## config.mk

```make
export PLATFORM = sky130hd
export DESIGN_NAME = drgb_pixel_packet_decoder
export DESIGN_NICKNAME = d
export VERILOG_FILES = /design/src/design/drgb_pkg.sv /design/src/design/drgb_front.sv /design/src/design/drgb_queue.sv /design/src/design/drgb_back.sv /design/src/design/drgb_pixel_packet_decoder.sv
export SDC_FILE = /design/constraint.sdc
export NUM_CORES = 1
export LEC_CHECK = 0
export BUFFER_PORTS_ARGS = -buffer_cell sky130_fd_sc_hd__buf_2
export CORE_MARGIN = 1
export CORE_UTILIZATION = 50
export CTS_BUF_LIST = sky130_fd_sc_hd__clkbuf_4
export DETAILED_ROUTE_END_ITERATION = 7
export HOLD_SLACK_MARGIN = 0.12
export MAX_ROUTING_LAYER = met4
export PLACE_DENSITY = 0.7
export SETUP_SLACK_MARGIN = 0.1
export SLEW_MARGIN = 20
export SYNTH_ARGS = -nofsm -noshare
export SYNTH_HDL_FRONTEND = slang
export SYNTH_SLANG_ARGS = --single-unit
```

## constraint.sdc

```tcl
create_clock -name clock -period 6.23 [get_ports clock]
set_input_delay 0.3115 -clock clock [delete_from_list [all_inputs] [get_ports clock]]
set_output_delay 0.3115 -clock clock [all_outputs]
set_load 0.02 [all_outputs]
```

## src/design/drgb_pkg.sv

```systemverilog
// Types, codes and helpers shared by the DRGB packet decoder modules.
package drgb_pkg;

   localparam int INDEX_W     = 12;  // widest pixel index carried in the queue
   localparam int QUEUE_DEPTH = 4;
   localparam int QPTR_W      = 2;
   localparam int QCNT_W      = 3;

   localparam logic [7:0]  PROTOCOL_DRGB = 8'd2;
   localparam logic [15:0] MIN_LENGTH    = 16'd5;
   localparam logic [15:0] POS_MAX       = 16'hFFFF;
   localparam logic [7:0]  BRIGHT_FULL   = 8'hFF;

   localparam logic KIND_PIXEL = 1'b0;
   localparam logic KIND_FRAME = 1'b1;

   localparam logic REG_PIXEL_COUNT = 1'b0;
   localparam logic REG_BRIGHTNESS  = 1'b1;

   typedef enum logic [1:0] {
      PH_RED,
      PH_GREEN,
      PH_BLUE
   } phase_type;

   typedef struct packed {
      logic               pix;
      logic               frame;
      logic [INDEX_W-1:0] index;
      logic [7:0]         red;
      logic [7:0]         green;
      logic [7:0]         blue;
   } cmd_type;

   // c * (b + 1) >> 8, or c unchanged at full brightness
   function automatic logic [7:0] scale_channel(input logic [7:0] c, input logic [7:0] b);
      logic [16:0] prod;
      prod = {9'd0, c} * ({9'd0, b} + 17'd1);
      if (b == BRIGHT_FULL) return c;
      return prod[15:8];
   endfunction

endpackage

```

## src/design/drgb_front.sv

```systemverilog
// Front end: accepts packet bytes, tracks position and triplets, queues commands.
module drgb_front #(
   parameter int MAX_PIXELS = 1024
) (
   input  logic                  clock,
   input  logic                  reset,
   input  logic                  req_valid,
   output logic                  req_ready,
   input  logic [7:0]            req_data_byte,
   input  logic [15:0]           req_packet_length,
   input  logic                  req_last_byte,
   input  logic [10:0]           pixel_count,
   input  logic                  q_full,
   output logic                  q_push,
   output drgb_pkg::cmd_type     q_cmd
);
   import drgb_pkg::*;

   localparam int NPW  = $clog2(MAX_PIXELS + 1);
   localparam int CMPW = (NPW > 11) ? NPW : 11;
   localparam int MLW  = NPW + 3;
   localparam int LCW  = (MLW > 16) ? MLW : 16;   // length compare width

   logic [15:0]    byte_position_ff, byte_position_in;
   logic           dropping_ff, dropping_in;
   logic [NPW-1:0] next_pixel_ff, next_pixel_in;
   logic [7:0]     held_red_ff, held_red_in;
   logic [7:0]     held_green_ff, held_green_in;
   phase_type      phase_ff, phase_in;

   logic [CMPW-1:0] pc_ext;
   logic [NPW-1:0]  npix;
   logic [MLW-1:0]  max_len;
   logic            accept;
   logic            emit_pix;
   logic            emit_frame;
   logic            len_bad;

   assign req_ready = !q_full;
   assign accept    = req_valid && req_ready;

   assign pc_ext  = CMPW'(pixel_count);
   assign npix    = (pc_ext > CMPW'(MAX_PIXELS)) ? NPW'(MAX_PIXELS) : NPW'(pixel_count);
   assign max_len = (MLW'(npix) << 1) + MLW'(npix) + MLW'(2);
   assign len_bad = (LCW'(req_packet_length) > LCW'(max_len)) ||
                    (req_packet_length < MIN_LENGTH);

   always_comb begin
      byte_position_in = byte_position_ff;
      dropping_in      = dropping_ff;
      next_pixel_in    = next_pixel_ff;
      held_red_in      = held_red_ff;
      held_green_in    = held_green_ff;
      phase_in         = phase_ff;
      emit_pix         = 1'b0;
      emit_frame       = 1'b0;
      if (accept) begin
         if (byte_position_ff == 16'd0) begin
            dropping_in   = len_bad || (req_data_byte != PROTOCOL_DRGB) || (npix == '0);
            next_pixel_in = '0;
         end else if (!dropping_ff && byte_position_ff >= 16'd2 &&
                      byte_position_ff < req_packet_length) begin
            case (phase_ff)
               PH_RED:   held_red_in = req_data_byte;
               PH_GREEN: held_green_in = req_data_byte;
               PH_BLUE: begin
                  if (next_pixel_ff < npix) begin
                     emit_pix      = 1'b1;
                     next_pixel_in = next_pixel_ff + 1'b1;
                  end
               end
               default: ;
            endcase
         end
         if (req_last_byte) begin
            emit_frame       = !dropping_ff && (byte_position_ff >= 16'd2);
            byte_position_in = '0;
            dropping_in      = 1'b0;
            next_pixel_in    = '0;
         end else if (byte_position_ff != POS_MAX) begin
            byte_position_in = byte_position_ff + 16'd1;
            if (byte_position_ff == 16'd1) begin
               phase_in = PH_RED;
            end else begin
               case (phase_ff)
                  PH_RED:   phase_in = PH_GREEN;
                  PH_GREEN: phase_in = PH_BLUE;
                  default:  phase_in = PH_RED;
               endcase
            end
         end
      end
   end

   assign q_push      = emit_pix || emit_frame;
   assign q_cmd.pix   = emit_pix;
   assign q_cmd.frame = emit_frame;
   assign q_cmd.index = INDEX_W'(next_pixel_ff);
   assign q_cmd.red   = held_red_ff;
   assign q_cmd.green = held_green_ff;
   assign q_cmd.blue  = req_data_byte;

   always_ff @(posedge clock) begin
      if (reset) begin
         byte_position_ff <= '0;
         dropping_ff      <= 1'b0;
         next_pixel_ff    <= '0;
         phase_ff         <= PH_RED;
      end else begin
         byte_position_ff <= byte_position_in;
         dropping_ff      <= dropping_in;
         next_pixel_ff    <= next_pixel_in;
         phase_ff         <= phase_in;
      end
   end

   always_ff @(posedge clock) begin
      held_red_ff   <= held_red_in;
      held_green_ff <= held_green_in;
   end

endmodule

```

## src/design/drgb_queue.sv

```systemverilog
// Short command queue between the front end and the output stage.
module drgb_queue (
   input  logic              clock,
   input  logic              reset,
   input  logic              push,
   input  drgb_pkg::cmd_type push_cmd,
   input  logic              pop,
   output drgb_pkg::cmd_type head,
   output logic              empty,
   output logic              full
);
   import drgb_pkg::*;

   cmd_type           mem_ff [QUEUE_DEPTH];
   logic [QPTR_W-1:0] wr_ptr_ff, wr_ptr_in;
   logic [QPTR_W-1:0] rd_ptr_ff, rd_ptr_in;
   logic [QCNT_W-1:0] count_ff, count_in;
   logic              do_push;
   logic              do_pop;

   assign empty   = (count_ff == '0);
   assign full    = (count_ff == QCNT_W'(QUEUE_DEPTH));
   assign do_push = push && !full;
   assign do_pop  = pop && !empty;
   assign head    = mem_ff[rd_ptr_ff];

   always_comb begin
      wr_ptr_in = do_push ? wr_ptr_ff + 1'b1 : wr_ptr_ff;
      rd_ptr_in = do_pop ? rd_ptr_ff + 1'b1 : rd_ptr_ff;
      count_in  = count_ff;
      if (do_push && !do_pop) count_in = count_ff + 1'b1;
      else if (do_pop && !do_push) count_in = count_ff - 1'b1;
   end

   always_ff @(posedge clock) begin
      if (reset) begin
         wr_ptr_ff <= '0;
         rd_ptr_ff <= '0;
         count_ff  <= '0;
      end else begin
         wr_ptr_ff <= wr_ptr_in;
         rd_ptr_ff <= rd_ptr_in;
         count_ff  <= count_in;
      end
   end

   always_ff @(posedge clock) begin
      if (do_push) mem_ff[wr_ptr_ff] <= push_cmd;
   end

endmodule

```

## src/design/drgb_back.sv

```systemverilog
// Back end: scales queued pixels and drives the registered result channel.
module drgb_back #(
   parameter int IDXW = 10
) (
   input  logic              clock,
   input  logic              reset,
   input  drgb_pkg::cmd_type head,
   input  logic              q_empty,
   output logic              q_pop,
   input  logic [7:0]        brightness,
   output logic              rsp_valid,
   input  logic              rsp_ready,
   output logic              rsp_kind,
   output logic [IDXW-1:0]   rsp_pixel_index,
   output logic [7:0]        rsp_red,
   output logic [7:0]        rsp_green,
   output logic [7:0]        rsp_blue
);
   import drgb_pkg::*;

   logic            valid_ff, valid_in;
   logic            sub_ff, sub_in;   // pixel half of a double entry already sent
   logic            kind_ff, kind_in;
   logic [IDXW-1:0] index_ff, index_in;
   logic [7:0]      red_ff, red_in;
   logic [7:0]      green_ff, green_in;
   logic [7:0]      blue_ff, blue_in;
   logic            load;

   assign load = !valid_ff || rsp_ready;

   always_comb begin
      valid_in = valid_ff;
      sub_in   = sub_ff;
      kind_in  = kind_ff;
      index_in = index_ff;
      red_in   = red_ff;
      green_in = green_ff;
      blue_in  = blue_ff;
      q_pop    = 1'b0;
      if (load) begin
         valid_in = !q_empty;
         if (!q_empty) begin
            if (head.pix && !sub_ff) begin
               kind_in  = KIND_PIXEL;
               index_in = head.index[IDXW-1:0];
               red_in   = scale_channel(head.red, brightness);
               green_in = scale_channel(head.green, brightness);
               blue_in  = scale_channel(head.blue, brightness);
               sub_in   = head.frame;
               q_pop    = !head.frame;
            end else begin
               kind_in  = KIND_FRAME;
               index_in = '0;
               red_in   = '0;
               green_in = '0;
               blue_in  = '0;
               sub_in   = 1'b0;
               q_pop    = 1'b1;
            end
         end
      end
   end

   always_ff @(posedge clock) begin
      if (reset) begin
         valid_ff <= 1'b0;
         sub_ff   <= 1'b0;
      end else begin
         valid_ff <= valid_in;
         sub_ff   <= sub_in;
      end
   end

   always_ff @(posedge clock) begin
      kind_ff  <= kind_in;
      index_ff <= index_in;
      red_ff   <= red_in;
      green_ff <= green_in;
      blue_ff  <= blue_in;
   end

   assign rsp_valid       = valid_ff;
   assign rsp_kind        = kind_ff;
   assign rsp_pixel_index = index_ff;
   assign rsp_red         = red_ff;
   assign rsp_green       = green_ff;
   assign rsp_blue        = blue_ff;

endmodule

```

## src/design/drgb_pixel_packet_decoder.sv

```systemverilog
// Top level of the DRGB realtime pixel packet decoder.
//
// req_*: one payload byte per transfer, with the packet length repeated on
//   every byte and req_last_byte on the final one. The first byte decides
//   whether the packet is kept (protocol id 2, length 5 .. pixel_count*3+2).
// rsp_*: pixel writes (kind 0) at indices 0, 1, 2, ... with scaled colors,
//   then one frame-complete result (kind 1) after the last byte of a kept
//   packet. A byte yields zero, one or two results.
// csr_*: index 0 pixel_count, index 1 brightness (255 = unscaled). Write
//   only while the block is idle; csr_ready is always high.
// Throughput: one byte per cycle. The front end takes a byte every cycle
//   while the four-entry command queue has room; the output stage sends one
//   result per cycle while the receiver is ready, so the final byte of a
//   packet that also closes a pixel gives the output two results to send.
// Path: a transferred byte's command is written into the queue, then
//   loaded into the output register, where rsp_valid rises; the result
//   transfers once the receiver is ready.
// Reset clears packet position, queue and output valid; pixel_count goes to
//   0 and brightness to 255. If the receiver stalls, the output register
//   holds, the queue fills and req_ready drops once it is full.
module drgb_pixel_packet_decoder #(
   parameter int MAX_PIXELS = 1024,
   localparam int IDXW = (MAX_PIXELS > 1) ? $clog2(MAX_PIXELS) : 1
) (
   input  logic            clock,
   input  logic            reset,
   input  logic            req_valid,
   output logic            req_ready,
   input  logic [7:0]      req_data_byte,
   input  logic [15:0]     req_packet_length,
   input  logic            req_last_byte,
   output logic            rsp_valid,
   input  logic            rsp_ready,
   output logic            rsp_kind,
   output logic [IDXW-1:0] rsp_pixel_index,
   output logic [7:0]      rsp_red,
   output logic [7:0]      rsp_green,
   output logic [7:0]      rsp_blue,
   input  logic            csr_valid,
   output logic            csr_ready,
   input  logic            csr_index,
   input  logic [10:0]     csr_data
);
   import drgb_pkg::*;

   logic [10:0] pixel_count_ff, pixel_count_in;
   logic [7:0]  brightness_ff, brightness_in;
   logic        q_push;
   logic        q_pop;
   logic        q_empty;
   logic        q_full;
   cmd_type     q_cmd;
   cmd_type     q_head;

   // configuration registers
   assign csr_ready = 1'b1;

   always_comb begin
      pixel_count_in = pixel_count_ff;
      brightness_in  = brightness_ff;
      if (csr_valid) begin
         case (csr_index)
            REG_PIXEL_COUNT: pixel_count_in = csr_data;
            REG_BRIGHTNESS:  brightness_in  = csr_data[7:0];
            default: ;
         endcase
      end
   end

   always_ff @(posedge clock) begin
      if (reset) begin
         pixel_count_ff <= '0;
         brightness_ff  <= BRIGHT_FULL;
      end else begin
         pixel_count_ff <= pixel_count_in;
         brightness_ff  <= brightness_in;
      end
   end

   drgb_front #(
      .MAX_PIXELS(MAX_PIXELS)
   ) u_front (
      .clock             (clock),
      .reset             (reset),
      .req_valid         (req_valid),
      .req_ready         (req_ready),
      .req_data_byte     (req_data_byte),
      .req_packet_length (req_packet_length),
      .req_last_byte     (req_last_byte),
      .pixel_count       (pixel_count_ff),
      .q_full            (q_full),
      .q_push            (q_push),
      .q_cmd             (q_cmd)
   );

   drgb_queue u_queue (
      .clock    (clock),
      .reset    (reset),
      .push     (q_push),
      .push_cmd (q_cmd),
      .pop      (q_pop),
      .head     (q_head),
      .empty    (q_empty),
      .full     (q_full)
   );

   drgb_back #(
      .IDXW(IDXW)
   ) u_back (
      .clock           (clock),
      .reset           (reset),
      .head            (q_head),
      .q_empty         (q_empty),
      .q_pop           (q_pop),
      .brightness      (brightness_ff),
      .rsp_valid       (rsp_valid),
      .rsp_ready       (rsp_ready),
      .rsp_kind        (rsp_kind),
      .rsp_pixel_index (rsp_pixel_index),
      .rsp_red         (rsp_red),
      .rsp_green       (rsp_green),
      .rsp_blue        (rsp_blue)
   );

endmodule

```

==> flow_summary.toml, run 1 <==
[sta]
hold_viol = 0
whs_ns = 0.206
tightestPinTransition_ns = 0.805
period_share_pct = 93.9
rsz0062_at_grt = "yes"
final_max_slew_viol_count = 0
relSlewSlack_pct = 46.0
fin_crit_ns = 5.85
fmax_mhz = 171
setup_viol = 0
setup_tns_ns = 0
layout_setup_ws_ns = 0.383
skew_ns = 0.0458

[clock_tree]
insertion_delay_ns = 0.74
clockBufferDepth = 3
cts_buffers = 70
cts.sinks = 255
path_clk_slew_ns = 0.07
h-tree-depth = 3
cts_setup_buffers = 0
cts_tree = "built"
root_buffer = "clkbuf_4"

[job]
cap_violations = 0

[synthesis]
synth_edf_count = 195
yosys_warnings = 0
synthFlopType = "edfxtp_1"
synth.area.top_cells = "edfxtp_1 (33%), fa_1 (14%), ha_1 (11%)"
netlist_area_um2 = 17800
synth_top_area_share_pct = 32.9
yosysTopAreaCell = "edfxtp_1"
synth_common_cells = "edfxtp_1 (195), inv_1 (193), nand2_1 (185), ha_1 (161), nor2_1 (127)"
synth.most_common_cell = "edfxtp_1"
synth_seq_cells = 255
async_reset_ff_share_pct = 0
synthesis.instances = 1632
ys_types = 74
avgSynthCellArea_um2 = 10.9
synth-seq-area-share_pct = 39.7

[global_route]
grt_antenna_before_repair = 2
grt_pass1_wl_mm = 67.4
overflow = 0
grt_util_all_layers_pct = 24.6
first_global_vias = 13100
grt_max_degree = 63

[critical_path]
rrSetupSlack_ns = 0.38
critPathMaxFanout = 18
rr_startpoint = "brightness_ff[1]$_SDFFE_PP1P_"
r2r_cells = 19
critical_path_class = "reg -> reg"
crit_arrival_ns = 6.31
startpoint_type = "flip-flop"
cp-end-kind = "flip-flop"
r2r-end = "u_back.rsp_blue[6]$_SDFFCE_PN0P_"
required_ns = 6.69

[routing]
drt_iter0_markers = 957
drt_pass1_iterations = 5
routed_wl_mm = 41.5
ant_nets = 0
vias_per_cell = 5.52
avgRoutedWirePerCell_um = 17.9
remaining_drc_errors = 0
vias = 12800

[place]
gp_congestion = 0.914
place_area_um2 = 18900
dpl.cell_count = 2155
portBuffers = 78
dpl.hpwl_mm = 30.5
dp_slack_ns = 0.306

[floorplanning]
top_level_ports = 80
die_area_um2 = 36300
core-area_um2 = 34800
die_h_um = 191
die_w_um = 191
initial_utilization_pct = 51.1
rows = 68

[layout]
multi_input_area_um2 = 9860
area_growth_pct = 13.7
fillers = 2925
stdcell_count = 2318
ff_latch_area_um2 = 7060
fin_nets = 2134
drive_gt1_share_pct = 15.7
final_area_um2 = 20200
post-route-util_pct = 58.1

[hold_path]
worstHoldStart = "reset"
min_to = "u_front.byte_position_ff[1]$_SDFFE_PP0P_"
hp-class = "in -> reg"
worstHoldPathCells = 3

[power_and_ir_drop]
max-vdd-ir-drop_mv = 0.691
p_per_area_nw_per_um2 = 581
p_leak_nw = 8.72
p_total_mw = 11.8

[run_status]
outcome = "complete, no violations"
## cells in the final DEF (no fill, tap or decap), types with 11 or more instances in the layout
master / instances
mux4_2: 26
o21a_1: 24
ha_1: 161
buf_4: 38
inv_1: 193
nor2_1: 126
nor2b_1: 22
o21ai_0: 31
a21oi_1: 64
nand4_1: 16
dfxtp_1: 58
and2_1: 34
and3_1: 24
buf_2: 78
nand2_1: 185
mux2_2: 11
or3_1: 12
edfxtp_1: 195
mux2i_1: 13
nor3_1: 16
dlygate4sd3_1: 37
xnor2_1: 38
nand3_1: 23
xor2_1: 13
a21o_1: 23
fa_1: 122
clkbuf_4: 105
nand2b_1: 11
## how the worst max path moves through the flow
stage	startpoint	endpoint	slack, ns	cells after the start
3_5_place_dp	flip-flop	u_back.rsp_red[2]$_SDFFCE_PN0P_	0.31	17
4_1_cts	flip-flop	u_back.rsp_red[2]$_SDFFCE_PN0P_	0.24	17
5_1_grt	brightness_ff[1]$_SDFFE_PP1P_	u_back.rsp_blue[6]$_SDFFCE_PN0P_	0.08	19
3_3_place_gp	flip-flop	u_back.rsp_red[2]$_SDFFCE_PN0P_	0.44	17
6_report	brightness_ff[1]$_SDFFE_PP1P_	u_back.rsp_blue[6]$_SDFFCE_PN0P_	0.38	19
2_1_floorplan	flip-flop	u_back.rsp_red[2]$_SDFFCE_PN0P_	0.23	19
## worst max-delay path, stage by stage, from the launching register on
cell	delay [ns]
dfxtp_1	0.44
ha_1	0.34
nand3_1	0.17
xnor2_1	0.17
buf_4	0.31
nand2_1	0.12
fa_1	0.50
fa_1	0.50
inv_1	0.05
fa_1	0.50
fa_1	0.49
ha_1	0.33
a21o_1	0.20
a22oi_1	0.23
o211ai_1	0.16
a31oi_1	0.29
o21bai_1	0.13
a21oi_1	0.30
nor3_1	0.10
a221o_1	0.26
## area by class of cell
| class | instances | share of cell area, % |
|---|---|---|
| multi-input cells | 1135 | 48.8 |
| diodes | 2 | 0.0248 |
| flip-flops and latches | 255 | 34.9 |
| clock inverters | 19 | 0.792 |
| clock buffers | 105 | 3.90 |
| inverters | 194 | 3.60 |
| repair buffers | 153 | 5.17 |
| well taps | 455 | 2.82 |
## cells by family (layout without fill, tap and decap cells)
| kind of cell | count (synthesis) | after routing | share of synthesized area (%) |
|---|---|---|---|
| compound gates | 232 | 232 | 8.88 |
| xor+xnor | 52 | 52 | 2.56 |
| fa+ha+maj | 283 | 283 | 25.1 |
| buf+inv | 243 | 471 | 5.21 |
| flops | 255 | 255 | 39.7 |
| mux | 50 | 50 | 4.72 |
| other cells | 1 | 4 | 0.0211 |
| simple gates | 516 | 516 | 13.9 |
## sequential cells by signal (all words and copies together) (netlist names), 2 cells and up, named ones only
name / flops
u_queue.mem_ff: 144
u_front.byte_position_ff: 16
pixel_count_ff: 11
u_front.next_pixel_ff: 11
u_back.rsp_pixel_index: 10
brightness_ff: 8
u_back.rsp_blue: 8
u_back.rsp_green: 8
u_back.rsp_red: 8
u_front.held_green_ff: 8
u_front.held_red_ff: 8
u_queue.count_ff: 3
u_front.phase_ff: 2
u_queue.rd_ptr_ff: 2
u_queue.wr_ptr_ff: 2
## routing by layer
metal	wire length (um)	global-route usage, %	up-vias	share of wire (%)
met5	0	-	-	0
met4	602	7.26	0	1.5
met3	3020	4.60	48	7.3
met2	19100	37.9	440	46
met1	18800	33.3	6246	45
li1	-	-	6062	-
## power by group
part	internal (mW)	switching (mW)	leakage [nW]	total, mW
clock network	0.895	0.705	0.568	1.60
registers	2.17	0.100	2.27	2.27
logic	3.47	4.42	5.88	7.89
## repair_timing
action | 4_1_cts | 5_1_grt
setup endpoints to repair | 0 | 3
gates resized for setup | 0 | 3
endpoints found under the hold margin | 73 | 0
hold buffers | 37 | 0
(Power assumes the default switching activity.)
==> run 2, diff against run 1 <==
- RECOVER_POWER: not set -> 25
==> run 2 against run 1 <==
Core utilization hardly changed; combinational power barely moved; global-route usage is the same; largest cell class unchanged.
==> flow_summary.toml, run 2 (synthesis gave the netlist of run 1 again) <==
[power_and_ir_drop]
max-vdd-ir-drop_mv = 0.701
switching_share_pct = 44.4
p_sw_mw = 5.22
clkPwrFrac_pct = 13.6
seq_power_share_pct = 19.3
p_leak_nw = 8.70
pwr-share-comb_pct = 67.1
p_per_area_nw_per_um2 = 582
p_total_mw = 11.8
internal_power_mw = 6.53

[routing]
ant_nets = 0
vias = 12800
avgRoutedWirePerCell_um = 17.9
drt_iter0_markers = 942
drt_pass1_iterations = 5
routed_wl_mm = 41.5
vias_per_cell = 5.52
remaining_drc_errors = 0

[critical_path]
rr_startpoint = "brightness_ff[1]$_SDFFE_PP1P_"
rrSetupSlack_ns = 0.37
required_ns = 6.69
critPathMaxFanout = 18
startpoint_type = "flip-flop"
r2r_cells = 19
cp-end-kind = "flip-flop"
critical_path_class = "reg -> reg"
crit_arrival_ns = 6.32
r2r-end = "u_back.rsp_blue[6]$_SDFFCE_PN0P_"

[clock_tree]
cts.sinks = 255
insertion_delay_ns = 0.73
path_clk_slew_ns = 0.07
root_buffer = "clkbuf_4"
cts_buffers = 70
h-tree-depth = 3
clockBufferDepth = 3
cts_tree = "built"

[run_status]
outcome = "complete, no violations"

[global_route]
overflow = 0
grt_max_degree = 63
grt_pass1_wl_mm = 67.4
grt_antenna_before_repair = 2
grt_util_all_layers_pct = 24.6
first_global_vias = 13100

[sta]
period_share_pct = 94.0
relSlewSlack_pct = 46.0
tightestPinTransition_ns = 0.805
fin_crit_ns = 5.86
final_max_slew_viol_count = 0
setup_viol = 0
setup_tns_ns = 0
hold_viol = 0
skew_ns = 0.0417
rsz0062_at_grt = "yes"
fmax_mhz = 171

[hold_path]
worstHoldPathCells = 3
worstHoldStart = "reset"
min_to = "u_front.byte_position_ff[1]$_SDFFE_PP0P_"
hp-class = "in -> reg"

[floorplanning]
die_area_um2 = 36300
top_level_ports = 80
rows = 68
die_w_um = 191
initial_utilization_pct = 51.1
core-area_um2 = 34800
die_h_um = 191

[layout]
largest_register = "u_queue.mem_ff"
drive_gt1_share_pct = 15.3
final_cell_mix = "edfxtp_1 (195), inv_1 (193), nand2_1 (185)"
mostFrequentLayoutCell = "edfxtp_1"
fin_nets = 2134
area_growth_pct = 13.6
largest_reg_flops = 144
top_regs = "u_queue.mem_ff (144), u_front.byte_position_ff (16)"

[place]
dpl.hpwl_mm = 30.5
gp_congestion = 0.914
portBuffers = 78

[job]
cap_violations = 0
## run 2: cell type report
class                           instances  area [um2]
Antenna cell                            2        5.00
Inverter                              194         728
Clock inverter                         19         160
Fill cell                            2928       14600
Sequential cell                       255        7060
Multi-Input combinational cell       1135        9860
Tap cell                              455         569
Timing Repair Buffer                  153        1040
Clock buffer                          105         788
## run 2: how the worst max path moves through the flow
stage                             startpoint                          endpoint  slack (ns)  depth (start not counted)
2_1_floorplan                      flip-flop   u_back.rsp_red[2]$_SDFFCE_PN0P_        0.23                         19
3_3_place_gp                       flip-flop   u_back.rsp_red[2]$_SDFFCE_PN0P_        0.44                         17
3_5_place_dp                       flip-flop   u_back.rsp_red[2]$_SDFFCE_PN0P_        0.31                         17
4_1_cts                            flip-flop   u_back.rsp_red[2]$_SDFFCE_PN0P_        0.24                         17
5_1_grt        brightness_ff[1]$_SDFFE_PP1P_  u_back.rsp_blue[6]$_SDFFCE_PN0P_        0.08                         19
6_report       brightness_ff[1]$_SDFFE_PP1P_  u_back.rsp_blue[6]$_SDFFCE_PN0P_        0.37                         19
## run 2: stage by stage
step | instance area [um2] | std cells | util (%) | setup WS, ns | hold WS [ns]
after floorplan | 17800 | 1633 | - | 0.227 | 0.410
after global placement | 18900 | 2155 | 54.3 | 0.437 | 0.447
after detailed placement | 18900 | 2155 | 54.3 | 0.306 | 0.450
after CTS | 20200 | 2316 | 58.1 | 0.240 | 0.151
after global routing | 20200 | 2318 | 58.1 | 0.0837 | 0.218
final | 20200 | 2318 | 58.1 | 0.373 | 0.209
## run 2: what timing repair did
| action | CTS | global route |
|---|---|---|
| setup endpoints to repair | 0 | 3 |
| setup buffers | 0 | 0 |
| resized for setup | 0 | 3 |
| hold endpoints to repair | 73 | 0 |
| hold buffers | 37 | 0 |
## run 2: worst max-delay path, cell delays in order, from the launching register on
cell,delay [ns]
dfxtp_1,0.44
ha_1,0.34
nand3_1,0.17
xnor2_1,0.17
buf_4,0.32
nand2_1,0.12
fa_1,0.50
fa_1,0.50
inv_1,0.05
fa_1,0.51
fa_1,0.49
ha_1,0.33
a21o_1,0.20
a22oi_1,0.22
o211ai_1,0.16
a31oi_1,0.29
o21bai_1,0.13
a21oi_1,0.30
nor3_1,0.10
a221o_1,0.26
## run 2: routing by layer
layer  vias to the layer above  routed length (um)  global-route usage (%)  share of wire [%]
li1                       6062                   -                       -                  -
met1                      6230               18700                    33.3                 45
met2                       444               19100                    37.9                 46
met3                        50                3060                    4.60                7.4
met4                         0                 595                    7.26                1.4
met5                         -                   0                       -                  0
## run 2: power by group through the flow
stage,Combinational [mW],Clock [mW],Sequential [mW]
final,7.89,1.60,2.27
after global placement,7.60,0,2.31
after global routing,8.92,1.73,2.29
after detailed placement,7.80,0,2.31
after floorplan,5.95,0,2.42
after CTS,7.89,1.65,2.27
==> run 3, diff against run 2 <==
- ABC_AREA: not set -> 1
- GPL_TIMING_DRIVEN: not set -> 0
- PLACE_DENSITY: 0.7 -> 0.69
==> run 3 against run 2 <==
First-iteration DRC count is 24% higher; sequential share of layout area down 2.2 points; sequential cell count stayed put; routed wire length is 19% higher; die area is 6.3% higher; core utilization rose by 0.18 points.
==> flow_summary.toml, run 3 <==
[floorplanning]
die_area_um2 = 38600
core-area_um2 = 37000
die_h_um = 197
top_level_ports = 80
die_w_um = 197
initial_utilization_pct = 51.2
rows = 70

[routing]
drt_pass1_iterations = 6
remaining_drc_errors = 0
routed_wl_mm = 49.3
ant_nets = 0
vias_per_cell = 5.36
vias = 15800
avgRoutedWirePerCell_um = 16.8
drt_iter0_markers = 1171

[global_route]
grt_pass1_wl_mm = 79.7
grt_antenna_before_repair = 5
overflow = 0
grt_max_degree = 24
first_global_vias = 15600
grt_util_all_layers_pct = 27.2

[sta]
fmax_mhz = 170
setup_tns_ns = 0
tightestPinTransition_ns = 0.899
final_max_slew_viol_count = 0
setup_viol = 0
hold_viol = 0
relSlewSlack_pct = 40.0
period_share_pct = 94.2
rsz0062_at_grt = "yes"
skew_ns = 0.128
fin_crit_ns = 5.87

[synthesis]
synth_edf_count = 195
synthAdderAreaFrac_pct = 23.6
synth_top_area_share_pct = 30.9
avgSynthCellArea_um2 = 8.66
synthesis.instances = 2185
netlist_area_um2 = 18900
synth-seq-area-share_pct = 37.3
synth_common_cells = "nand2_1 (464), inv_1 (322), nor2_1 (262), edfxtp_1 (195), ha_1 (161)"
synth_top_family_by_area = "adder cells"
synth_seq_cells = 255
synth.area.top_cells = "edfxtp_1 (31%), fa_1 (13%), ha_1 (11%)"
synth-simple-area-share_pct = 21.5
synth.area.mux_share_pct = 0
ys_types = 56
synth_compound_area_share_pct = 7.46
yosysTopAreaCell = "edfxtp_1"
yosys_warnings = 0
synth.most_common_cell = "nand2_1"
synthFlopType = "edfxtp_1"
synthXorXnorAreaFrac_pct = 1.80
async_reset_ff_share_pct = 0

[place]
portBuffers = 77
gp_congestion = 0.927
dpl.hpwl_mm = 37.4

[clock_tree]
h-tree-depth = 3
cts.sinks = 255
path_clk_slew_ns = 0.06
insertion_delay_ns = 0.78
cts_tree = "built"
cts_buffers = 68
root_buffer = "clkbuf_4"
clockBufferDepth = 3

[critical_path]
r2r_cells = 22
cpPeakStageDelay_ns = 0.52
rr_startpoint = "brightness_ff[0]$_SDFFE_PP1P_"
cp-end-kind = "flip-flop"
r2r-end = "u_back.rsp_green[7]$_SDFFCE_PN0P_"
rrSetupSlack_ns = 0.36
crit_arrival_ns = 6.36
required_ns = 6.72
path_cells = "clkbuf_4, nand3_1, inv_1, nand4_1, nand2_2, clkinv_2, clkbuf_2, nand2_1, fa_1, fa_1, inv_1, fa_1, fa_1, ha_1, a21oi_1, o21ai_0, a221oi_1, nand2_1, nand2_1, nand3_1, nand2_1, inv_1"
crit_slowest_cell = "fa_1"
critical_path_class = "reg -> reg"
startpoint_type = "flip-flop"
critPathMaxFanout = 10

[job]
cap_violations = 0

[hold_path]
worstHoldStart = "req_packet_length[14]"
worstHoldPathCells = 6
hp-class = "in -> reg"
min_to = "u_front.dropping_ff$_SDFFE_PP0P_"

[layout]
mostFrequentLayoutCell = "nand2_1"
drive_gt1_share_pct = 12.1
largest_register = "u_queue.mem_ff"
final_cell_mix = "nand2_1 (462), inv_1 (320), nor2_1 (258)"
largest_reg_flops = 144
top_regs = "u_queue.mem_ff (144), u_front.byte_position_ff (16)"
area_growth_pct = 13.8
fin_nets = 2704

[run_status]
outcome = "complete, no violations"
[run 3: cell types whose count changed after synthesis, sizes merged, moves of 34 or more]
cell / before / now
and2: 35 / 1
inv: 193 / 340
nor2: 128 / 268
nand2: 185 / 472
o21ai: 42 / 77
a21oi: 67 / 130
nand3: 23 / 126
[run 3: worst max path at each step]
| stage | start | end | cells past startpoint |
|---|---|---|---|
| floorplan | brightness_ff[0]$_SDFFE_PP1P_ | u_back.rsp_green[7]$_SDFFCE_PN0P_ | 20 |
| global placement | brightness_ff[0]$_SDFFE_PP1P_ | u_back.rsp_green[7]$_SDFFCE_PN0P_ | 20 |
| detailed placement | brightness_ff[1]$_SDFFE_PP1P_ | u_back.rsp_green[6]$_SDFFCE_PN0P_ | 20 |
| CTS | brightness_ff[0]$_SDFFE_PP1P_ | u_back.rsp_blue[6]$_SDFFCE_PN0P_ | 21 |
| global route | brightness_ff[0]$_SDFFE_PP1P_ | u_back.rsp_green[6]$_SDFFCE_PN0P_ | 23 |
| finish | brightness_ff[0]$_SDFFE_PP1P_ | u_back.rsp_green[7]$_SDFFCE_PN0P_ | 22 |
[run 3: timing repair]
action                                  CTS  global route
gates resized for setup                   5            15
hold buffers                             32             0
endpoints found under the setup margin    8            13
setup buffers                             0             6
pin swaps                                 0             3
endpoints found under the hold margin    78             0
[run 3: metrics by stage]
step | instance area, um2 | instances | utilization [%] | worst slack [ns] | hold slack, ns
floorplan | 18900 | 2186 | - | 1.18 | 0.410
global placement | 19900 | 2767 | 54.0 | -0.361 | 0.457
detailed placement | 20200 | 2775 | 54.6 | -0.0690 | 0.466
CTS | 21500 | 2928 | 58.0 | 0.187 | 0.122
global route | 21500 | 2939 | 58.3 | 0.0532 | 0.170
finish | 21500 | 2940 | 58.3 | 0.360 | 0.184
[run 3: critical path, delay by kind of cell, from the launching register on]
| kind | cells | cell delay (ns) |
|---|---|---|
| adder cells (fa/ha/maj) | 5 | 2.29 |
| buffers and inverters | 6 | 1.04 |
| AO/OA/AOI/OAI | 3 | 0.86 |
| flip-flops | 1 | 0.33 |
| AND/OR/NAND/NOR | 8 | 1.11 |
[run 3: layer usage]
metal	GRT usage (%)	part of all wire [%]
met1	33.9	43
met5	-	0
met2	43.1	46
met3	6.06	7.8
met4	10.4	3.2
[run 3: kinds of logic (layout without fill, tap and decap cells)]
| kind of cell | count (synthesis) | count (layout) |
|---|---|---|
| buf+inv | 396 | 640 |
| flops | 255 | 255 |
| xor+xnor | 39 | 39 |
| compound gates | 246 | 246 |
| simple gates | 965 | 965 |
| other cells | 1 | 8 |
| fa+ha+maj | 283 | 283 |
[run 3: final cells by class]
class | count | area, um2
Clock buffer | 95 | 713
Clock inverter | 26 | 221
Antenna cell | 6 | 15.0
Timing Repair Buffer | 123 | 906
Sequential cell | 255 | 7060
Inverter | 342 | 1300
Buffer | 54 | 302
Tap cell | 504 | 631
Fill cell | 3353 | 15400
Multi-Input combinational cell | 1535 | 10400
Power of run 3 is left out: the tool's default activity adds up to more than one toggle a clock period on the data nets, which glitch-free logic cannot reach.
